--- config.mk ---
export PLATFORM = sky130hd
export DESIGN_NAME = calendar_day_difference
export DESIGN_NICKNAME = d
export VERILOG_FILES = /design/src/design/cdd_pkg.sv /design/src/design/calendar_day_difference.sv
export SDC_FILE = /design/constraint.sdc
export NUM_CORES = 1
export LEC_CHECK = 0
export BUFFER_PORTS_ARGS = -buffer_cell sky130_fd_sc_hd__buf_2
export CAP_MARGIN = 25
export CORE_MARGIN = 4
export CORE_UTILIZATION = 60
export CTS_CLUSTER_DIAMETER = 120
export DETAILED_ROUTE_END_ITERATION = 7
export PLACE_DENSITY = 0.78
export SYNTH_ARGS = -nofsm -noshare
export SYNTH_HDL_FRONTEND = slang
export SYNTH_SLANG_ARGS = --single-unit
--- constraint.sdc ---
create_clock -name clk -period 20.3 [get_ports clk]
set_clock_uncertainty 0.1 [all_clocks]
set_input_delay 2.03 -clock clk [delete_from_list [all_inputs] [get_ports clk]]
set_output_delay 2.03 -clock clk [all_outputs]
set_load 0.05 [all_outputs]
--- src/design/cdd_pkg.sv ---
// Shared types, constants and helper functions for the calendar day difference block.
`timescale 1ns / 1ps

package cdd_pkg;

  // Field widths of the input and result items.
  localparam int DAY_W   = 5;
  localparam int MONTH_W = 4;
  localparam int YEAR_W  = 14;
  localparam int COUNT_W = 23;

  typedef logic [DAY_W-1:0]          day_t;
  typedef logic [MONTH_W-1:0]        month_t;
  typedef logic [YEAR_W-1:0]         year_t;
  typedef logic signed [COUNT_W-1:0] day_count_t;

  // Shifted year (true year plus one) and month index inside that year.
  typedef logic [YEAR_W:0] year_shifted_t;

  typedef struct packed {
    year_shifted_t yp;
    logic [3:0]    mi;
  } lin_month_t;

  // Largest and smallest day counts a result item can carry.
  localparam int DAY_COUNT_MAX = 4194303;
  localparam int DAY_COUNT_MIN = -31;

  // floor(x / 100) equals (x * RECIP_100) >> RECIP_SHIFT for x below 2**15.
  localparam int RECIP_100   = 5243;
  localparam int RECIP_SHIFT = 19;
  localparam int CENTURY     = 100;
  localparam int YEAR_DAYS   = 365;

  // Days in the year before the first day of month index mi (0 is January).
  function automatic logic [8:0] days_before_month(input logic [3:0] mi);
    logic [8:0] d;
    case (mi)
      4'd0:    d = 9'd0;
      4'd1:    d = 9'd31;
      4'd2:    d = 9'd59;
      4'd3:    d = 9'd90;
      4'd4:    d = 9'd120;
      4'd5:    d = 9'd151;
      4'd6:    d = 9'd181;
      4'd7:    d = 9'd212;
      4'd8:    d = 9'd243;
      4'd9:    d = 9'd273;
      4'd10:   d = 9'd304;
      4'd11:   d = 9'd334;
      default: d = 9'd0;
    endcase
    return d;
  endfunction

  // Splits a date into its linear month position. Month zero is December of
  // the year before, and months past twelve run into the next year.
  function automatic lin_month_t split_month(input year_t y, input month_t m);
    lin_month_t r;
    if (m == '0) begin
      r.yp = {1'b0, y};
      r.mi = 4'd11;
    end else if (m > 4'd12) begin
      r.yp = {1'b0, y} + 15'd2;
      r.mi = m - 4'd13;
    end else begin
      r.yp = {1'b0, y} + 15'd1;
      r.mi = m - 4'd1;
    end
    return r;
  endfunction

endpackage

--- src/design/calendar_day_difference.sv ---
// Top level: signed day count between a start date and an end date.
`timescale 1ns / 1ps

// Usage:
// An item on the input channel carries a start and an end date (day, month,
// year). It is accepted at a rising edge with in_valid high and in_stall low.
// The result channel returns one signed day count per item, accepted with
// out_valid high and out_stall low; out_day_count holds while stalled.
// Each date is turned into a day number by a sequencer around one shared
// 15 x 13 bit multiplier that computes in turn the century count of the
// year before, the century count for the leap test, the century check
// product and 365 times the year. Four multiplier passes and one
// accumulate step per date, for two dates, are followed by a final step
// that forms the result. The block returns to idle with that result and
// takes no new item before then; in_stall is high meanwhile.
// If the previous result still waits in the output register, the finished
// result holds in the block until the receiver takes the old one.
// A synchronous reset (rst_n low) returns the sequencer to idle and empties
// the output register. Totals above 4194303 saturate to that value.
module calendar_day_difference (
  input  logic                clk,
  input  logic                rst_n,
  input  logic                in_valid,
  output logic                in_stall,
  input  cdd_pkg::day_t       in_start_day,
  input  cdd_pkg::month_t     in_start_month,
  input  cdd_pkg::year_t      in_start_year,
  input  cdd_pkg::day_t       in_end_day,
  input  cdd_pkg::month_t     in_end_month,
  input  cdd_pkg::year_t      in_end_year,
  output logic                out_valid,
  input  logic                out_stall,
  output cdd_pkg::day_count_t out_day_count
);

  import cdd_pkg::*;

  localparam logic [2:0] ST_IDLE = 3'd0;
  localparam logic [2:0] ST_MULK = 3'd1;
  localparam logic [2:0] ST_MULY = 3'd2;
  localparam logic [2:0] ST_MULH = 3'd3;
  localparam logic [2:0] ST_MULD = 3'd4;
  localparam logic [2:0] ST_ACC  = 3'd5;
  localparam logic [2:0] ST_DONE = 3'd6;

  localparam int PROD_W = 28;
  localparam int ACC_W  = 25;

  // Control state.
  logic [2:0] state_r, state_nxt;
  logic       sel_r, sel_nxt;
  logic       out_valid_r, out_valid_nxt;

  // Latched item and working registers.
  day_t              sd_r, ed_r;
  month_t            sm_r, em_r;
  year_t             sy_r, ey_r;
  logic [PROD_W-1:0] prod_r, prod_nxt;
  logic [7:0]        c100_r, c100_nxt;
  logic              leap_r, leap_nxt;
  logic signed [ACC_W-1:0] acc_r, acc_nxt;
  day_count_t        out_count_r, out_count_nxt;

  // Date under work and its derived terms.
  lin_month_t    cur_lm, start_lm, end_lm;
  year_shifted_t k_val, yv_val;
  logic          yp_ge1, yp_ge2;
  logic [14:0]   mul_a;
  logic [12:0]   mul_b;
  logic [7:0]    prod_q;
  logic [14:0]   yr_term;
  logic [23:0]   day_num;
  logic          months_pos;
  logic signed [ACC_W-1:0] ddiff, total;

  assign start_lm = split_month(sy_r, sm_r);
  assign end_lm   = split_month(ey_r, em_r);
  assign cur_lm   = sel_r ? end_lm : start_lm;

  assign yp_ge1 = (cur_lm.yp >= 15'd1);
  assign yp_ge2 = (cur_lm.yp >= 15'd2);
  assign k_val  = yp_ge2 ? cur_lm.yp - 15'd2 : '0;
  assign yv_val = yp_ge1 ? cur_lm.yp - 15'd1 : '0;

  // Quotient by 100 taken from the reciprocal product.
  assign prod_q = prod_r[RECIP_SHIFT+7:RECIP_SHIFT];

  // Leap days of whole years before this one, counted from year zero.
  assign yr_term = yp_ge2
                 ? {2'b00, k_val[14:2]} - {7'b0, c100_r} + {9'b0, c100_r[7:2]} + 15'd1
                 : '0;

  // Day number of the first day of the current linear month.
  assign day_num = prod_r[23:0] + 24'(yr_term) + 24'(days_before_month(cur_lm.mi))
                 + 24'((cur_lm.mi >= 4'd2) && leap_r);

  // End month strictly after start month in the linear month sequence.
  assign months_pos = (end_lm.yp > start_lm.yp)
                   || ((end_lm.yp == start_lm.yp) && (end_lm.mi > start_lm.mi));

  assign ddiff = $signed(ACC_W'(ed_r)) - $signed(ACC_W'(sd_r));
  assign total = (months_pos ? acc_r : '0) + ddiff;

  // Operand selection for the shared multiplier.
  always_comb begin
    mul_a = '0;
    mul_b = '0;
    case (state_r)
      ST_MULK: begin
        mul_a = k_val;
        mul_b = 13'(RECIP_100);
      end
      ST_MULY: begin
        mul_a = yv_val;
        mul_b = 13'(RECIP_100);
      end
      ST_MULH: begin
        mul_a = {7'b0, prod_q};
        mul_b = 13'(CENTURY);
      end
      ST_MULD: begin
        mul_a = cur_lm.yp;
        mul_b = 13'(YEAR_DAYS);
      end
      default: begin
        mul_a = '0;
        mul_b = '0;
      end
    endcase
  end

  // Sequencer.
  always_comb begin
    state_nxt     = state_r;
    sel_nxt       = sel_r;
    prod_nxt      = PROD_W'(mul_a) * PROD_W'(mul_b);
    c100_nxt      = c100_r;
    leap_nxt      = leap_r;
    acc_nxt       = acc_r;
    out_count_nxt = out_count_r;
    out_valid_nxt = out_valid_r && out_stall;
    case (state_r)
      ST_IDLE: begin
        if (in_valid) begin
          state_nxt = ST_MULK;
          sel_nxt   = 1'b0;
          acc_nxt   = '0;
        end
      end
      ST_MULK: begin
        state_nxt = ST_MULY;
      end
      ST_MULY: begin
        c100_nxt  = prod_q;
        state_nxt = ST_MULH;
      end
      ST_MULH: begin
        // The leap test needs the low bits of the year and its century count.
        leap_nxt  = yp_ge1 && (yv_val[1:0] == 2'b00) && (prod_q[1:0] == 2'b00);
        state_nxt = ST_MULD;
      end
      ST_MULD: begin
        // A year divisible by 4 but not by 100 is a leap year too.
        if (yp_ge1 && (yv_val[1:0] == 2'b00) && (yv_val != prod_r[14:0])) begin
          leap_nxt = 1'b1;
        end
        state_nxt = ST_ACC;
      end
      ST_ACC: begin
        if (sel_r) begin
          acc_nxt   = acc_r + $signed({1'b0, day_num});
          state_nxt = ST_DONE;
        end else begin
          acc_nxt   = acc_r - $signed({1'b0, day_num});
          sel_nxt   = 1'b1;
          state_nxt = ST_MULK;
        end
      end
      ST_DONE: begin
        if (!out_valid_r || !out_stall) begin
          out_count_nxt = (total > ACC_W'(DAY_COUNT_MAX))
                        ? day_count_t'(DAY_COUNT_MAX) : total[COUNT_W-1:0];
          out_valid_nxt = 1'b1;
          state_nxt     = ST_IDLE;
        end
      end
      default: begin
        state_nxt = ST_IDLE;
      end
    endcase
  end

  // Control registers.
  always_ff @(posedge clk) begin
    if (!rst_n) begin
      state_r     <= ST_IDLE;
      sel_r       <= 1'b0;
      out_valid_r <= 1'b0;
    end else begin
      state_r     <= state_nxt;
      sel_r       <= sel_nxt;
      out_valid_r <= out_valid_nxt;
    end
  end

  // Payload and working registers.
  always_ff @(posedge clk) begin
    if ((state_r == ST_IDLE) && in_valid) begin
      sd_r <= in_start_day;
      sm_r <= in_start_month;
      sy_r <= in_start_year;
      ed_r <= in_end_day;
      em_r <= in_end_month;
      ey_r <= in_end_year;
    end
    prod_r      <= prod_nxt;
    c100_r      <= c100_nxt;
    leap_r      <= leap_nxt;
    acc_r       <= acc_nxt;
    out_count_r <= out_count_nxt;
  end

  assign in_stall      = (state_r != ST_IDLE);
  assign out_valid     = out_valid_r;
  assign out_day_count = out_count_r;

endmodule

# Word level (Yosys, flattened, before mapping)
# Memory sizes are Yosys's and may differ from the RTL's.
# Index checks and enable logic that the tools add are counted.
[classes] eq_ne=11 add_sub_neg=20 multipliers=1 order_cmp=8 reduce_logical=24 muxes=24
[ops] op="$mux 19" n=5
[ops] op="$mux 25" n=3
[ops] op="$pmux 15 s4" n=1
[ops] op="$add 25x25->25" n=2
[ops] op="$pmux 25 s2" n=1
[ops] op="$mux 15" n=3
[ops] op="$pmux 13 s3" n=1
[ops] op="$add 14x1->15 const B" n=2
[ops] op="$add 14x2->15 const B" n=2
[ops] op="$mul 15x13->27" n=1
[ops] op="$gt 25x23->1 const B" n=1
[ops] op="$sub 25x25->25" n=1
[ops] op="$add 24x1->24" n=1
[ops] op="$add 24x15->24" n=1
[ops] op="$add 24x9->24" n=1
[ops] op="$pmux 3 s7" n=1
[ops] op="$add 14x7->15" n=1
[ops] op="$add 15x1->15 const B" n=1
[ops] op="$eq 15x15->1" n=1
[ops] op="$ge 15x1->1 const B" n=1
[ops] op="$ge 15x2->1 const B" n=1
[ops] op="$gt 15x15->1" n=1
[ops] op="$ne 15x15->1" n=1
[ops] op="$sub 15x1->15 const B" n=1
[ops] op="25 further kinds" n=53
[totals] memories=1 in_bits=50 ff_bits=135 mem_bits_ro=144 out_inout_bits=25 wordCells=103
[mem_list] memory="(name not given)" depth=16 word_bits=9 rd=1 rd_clocked_by_memory_dff=0 write_ports=0 line="cdd_pkg.sv:38" source="case (mi)"

# Depth between registers and ports, before layout
[logic_depth] ltp_word=16 depth_mapped=56 ltp_nobuf=54

# Worst setup path after synthesis
# OpenSTA, ideal clock, no wires.
[synth_timing] kind="reg2reg" startpoint="register sm_r[0]" endpoint="register acc_r[23] (data pin)" setup_time_ns=0.266 n_path_buf=3 arrival_ns=10.955 path_stages_with_launch=48 path_slack_ns=8.979 cell_sequence="edfxtp_1 inv_1 ha_1 nand2b_1 and3_1 nor3_1 mux2i_1 inv_1 ha_1 inv_1 a21oi_1 a32oi_2 nor3_4 and4_1 buf_2 buf_1 buf_1 nor2_1 [... 12 more ...] fa_1 ha_1 and3_1 a211oi_1 xnor2_1 nor4_1 nand2_1 or3_1 and2_1 xor2_1 ha_1 and3_1 a221o_1 o41a_1 a41o_1 o41ai_1 xor2_1 nor2_1"
[synth_via] elab_chain_cells=16 word_cells_on_any_way=24 cone_classes="add/sub: 11; order compare: 3; mux: 7; reduce/logical: 2; memory: 1"
[synth_lines] item="from (decl)" line="calendar_day_difference.sv:56" source="month_t sm_r, em_r;"
[synth_lines] item="from (signal assigned)" line="calendar_day_difference.sv:210" source="sm_r <= in_start_month;"
[synth_lines] item="$gt 4x4->1" line="cdd_pkg.sv:63" source="end else if (m > 4'd12) begin"
[synth_lines] item="$mux 19" line="cdd_pkg.sv:63"
[synth_lines] item="$mux 19 *" line="cdd_pkg.sv:60" source="if (m == '0) begin"
[synth_lines] item="$mux 19 *" line="calendar_day_difference.sv:78" source="assign cur_lm = sel_r ? end_lm : start_lm;"
[synth_lines] item="$sub 15x2->15 / $ge 15x2->1 (equally long branches)" line="calendar_day_difference.sv:82, calendar_day_difference.sv:81"
[synth_lines] item="$mux 15" line="calendar_day_difference.sv:82" source="assign k_val = yp_ge2 ? cur_lm.yp - 15'd2 : '0;"
[synth_lines] item="$sub 13x8->14" line="calendar_day_difference.sv:90" source="? {2'b00, k_val[14:2]} - {7'b0, c100_r} + {9'b0, c100_r[7:2]} + 15'd1"
[synth_lines] item="$add 14x7->15" line="calendar_day_difference.sv:90"
[synth_lines] item="$add 15x1->15" line="calendar_day_difference.sv:90"
[synth_lines] item="$mux 15" line="calendar_day_difference.sv:90"
[synth_lines] item="$add 24x15->24" line="calendar_day_difference.sv:94" source="assign day_num = prod_r[23:0] + 24'(yr_term) + 24'(days_before_month(cur_lm.mi))"
[synth_lines] item="$add 24x9->24" line="calendar_day_difference.sv:94"
[synth_lines] item="$add 24x1->24 *" line="calendar_day_difference.sv:95" source="+ 24'((cur_lm.mi >= 4'd2) && leap_r);"
[synth_lines] item="$sub 25x25->25 / $add 25x25->25 (equally long branches)" line="calendar_day_difference.sv:174, calendar_day_difference.sv:171"
[synth_lines] item="$mux 25 *" line="calendar_day_difference.sv:170" source="if (sel_r) begin"
[synth_lines] item="$pmux 25 s2 *" line="calendar_day_difference.sv:142" source="case (state_r)"
[synth_lines] item="to (signal assigned)" line="calendar_day_difference.sv:219" source="acc_r <= acc_nxt;"
[synth_lines] item="to (decl)" line="calendar_day_difference.sv:61" source="logic signed [ACC_W-1:0] acc_r, acc_nxt;"
# Every way passes the cells marked *; elsewhere a longest branch is shown, timed or not.
# A chain may end at the register's enable or synchronous reset.

# Worst setup path after layout
[layout_timing] startpoint="register sm_r[0]" endpoint="register acc_r[24] (data pin)"
# The elaborated chain is that of the path after synthesis.

==> results.toml <==
[outcome]
status = "complete, no violations"

[logic_synthesis]
synth_nets = 2359
ys_seq_elements = 135
synth-edff-count = 103
ys_seq_area_frac = 0.212
avgSynthCellArea_um2 = 8.92
ys_warn_count = 0
syn-instance-count = 1971
synth_flop_cell = "edfxtp_1"
syn_area_um2 = 17600
ys_async_sr_fraction = 0
ys_types = 101

[finish]
post-route-util = 0.660
nFillCells = 2347
design_area_um2 = 19000
area_growth_pct = 8.05
final_cells = 2432
nets = 2424
ff_latch_area_um2 = 3730
drive_gt1_frac = 0.0830
multiInputGateArea_um2 = 12700
antenna_cells = 0
layout_common_cells = "inv_1 (256), ha_1 (225), nor2_1 (153), nand2_1 (152), a21oi_1 (116)"
final_common_cell = "inv_1"

[die]
die_x_um = 179
rows = 62
die_area_um2 = 32100
core-area_um2 = 28800
io_pins = 75
start_util = 0.611
die-height_um = 179

[power]
internal_power_mw = 1.60
p_leak_nw = 8.92
power_switching_mw = 1.59
power_mw = 3.19
comb_power_share = 0.768
clock_power_share = 0.099
power_density_nw_per_um2 = 168
ir_drop_uv = 119
seqPwrFrac = 0.133
p_sw_frac = 0.498

[setup_path]
critPathLaunchType = "register"
r2r_cells = 49
required_ns = 20.38
critical_path_arrival_ns = 12.73
cp_slowest_cell = "a311oi_1"
crit_type = "reg2reg"
crit_fanout = 10
cpMostUsedCell = "ha_1"
slowest_delay_ns = 0.54
ff2ff_setup_slack_ns = 7.64
worstReg2RegStart = "sm_r[0]$_DFFE_PP_"
end_kind = "register"
reg2reg_to = "acc_r[24]$_SDFFCE_PN0P_"
startpoint = "sm_r[0]$_DFFE_PP_"
critPathCapture = "acc_r[24]$_SDFFCE_PN0P_"

[timing]
max_clock_freq_mhz = 79.0
tightest_slew_ns = 1.10
rsz0062_at_grt = "no"
setup_tns_ns = 0
fin_crit_sh = 0.624
finalSetupViolCount = 0
drv_slew = 0
fin_crit_ns = 12.66
hold_violations = 0
relSlewSlack = 0.249

[clocking]
clock_latency_ns = 0.44
clk_pin_slew_ns = 0.07
htree_levels = 4
numCtsBuffers = 17
cts-root-buf = "clkbuf_16"
cts_sinks = 135
cts_resized = 0
post_cts_buffers = 0
clock_path_buffers = 2
postCtsHoldBufs = 0
cts_tree = "yes"

[route]
drt-initial-drc-count = 1039
wl_um = 43000
ant_nets = 0
avgViaCountPerCell = 5.94
wl_per_cell_um = 17.7
via_count = 14500
dr.pass1.iters = 7
drc = 0

[grt]
grtUsageMet1 = 0.342
grt_max_degree = 55
overflow = 0
grt_use_met2 = 0.482
gr-usage-all-layers = 0.276
grt_pass1_vias = 14300
grt_first_pass_wirelength_um = 70800
gr-usage-met3 = 0.0426
busiest_layer = "met2"
antenna_found_initial = 2

[placement]
dp.cells = 2397
post-dp-hpwl_um = 35300
place_area_um2 = 18400
portBuffers = 74
place_congestion = 0.993

[flow_run]
cap_viol_max_count = 0

[min_path]
hold_class = "reg2reg"
## per-layer routing
metal,part of all wire,up-vias
met5,0,-
met4,0.045,0
met3,0.063,120
met2,0.48,480
met1,0.41,6878
li1,-,6978
## cell families (layout without fill, tap and decap cells)
group | Yosys count | after routing | share of synthesized area
compound gates | 404 | 404 | 0.157
xor+xnor | 183 | 183 | 0.0939
fa+ha+maj | 342 | 342 | 0.291
buf+inv | 302 | 379 | 0.0653
flops | 135 | 135 | 0.212
mux | 16 | 16 | 0.0108
simple gates | 589 | 589 | 0.169
## registers in the layout, indices dropped and copies added (netlist names), 3 cells and up
signal,count
acc_r,25
c100_r,8
ed_r,5
em_r,4
ey_r,14
out_day_count,23
prod_r,27
sd_r,5
sm_r,4
state_r,3
sy_r,14
## worst min path at each step
stage	start	end	slack, ns	cells after the start
global route	prod_r[26]$_DFF_P_	c100_r[7]$_DFFE_PP_	0.35	0
floorplan	prod_r[24]$_DFF_P_	c100_r[5]$_DFFE_PP_	0.31	0
global placement	prod_r[26]$_DFF_P_	c100_r[7]$_DFFE_PP_	0.33	0
detailed placement	prod_r[26]$_DFF_P_	c100_r[7]$_DFFE_PP_	0.32	0
finish	prod_r[26]$_DFF_P_	c100_r[7]$_DFFE_PP_	0.34	0
CTS	prod_r[26]$_DFF_P_	c100_r[7]$_DFFE_PP_	0.33	0
## critical path, delay by kind of cell, from the launching register on
| family | cells | cell delay [ns] |
|---|---|---|
| AND/OR/NAND/NOR | 15 | 3.90 |
| AO/OA/AOI/OAI | 18 | 3.78 |
| adder cells (fa/ha/maj) | 10 | 3.33 |
| XOR/XNOR | 2 | 0.49 |
| buffers and inverters | 4 | 0.40 |
| flip-flops | 1 | 0.37 |
## power groups by stage
| stage | logic [mW] | clock network, mW | registers (mW) |
|---|---|---|---|
| after floorplan | 1.97 | 0 | 0.390 |
| after global placement | 2.29 | 0 | 0.427 |
| after detailed placement | 2.41 | 0 | 0.428 |
| after CTS | 2.43 | 0.320 | 0.422 |
| after global routing | 2.75 | 0.334 | 0.426 |
| final | 2.45 | 0.316 | 0.423 |
## cells in the mapped netlist (all sizes together) (33+ instances only)
master	instances	area [µm²]
and2	47	294
xor2	70	632
o21ai	66	334
nor3	44	236
nor2	154	581
a21o	37	278
nand3	33	165
inv	258	968
edfxtp	103	3090
nand2	152	571
a21oi	118	591
clkbuf	35	131
fa	113	2260
ha	225	2820
xnor2	113	1020
## cell type report
class,instances,area share
clock buffer,17,0.0224
clock inverter,14,0.00803
inverter,258,0.0510
multi-input combinational,1534,0.669
sequential,135,0.197
tap,384,0.0253
timing repair buffer,90,0.0275
## stage by stage
step	setup slack, ns	hold WS (ns)
after floorplan	8.98	0.308
after global placement	8.35	0.332
after detailed placement	7.91	0.321
after CTS	7.78	0.335
after global routing	6.74	0.351
final	7.64	0.338
No activity file was read; power rests on OpenSTA's default activity.
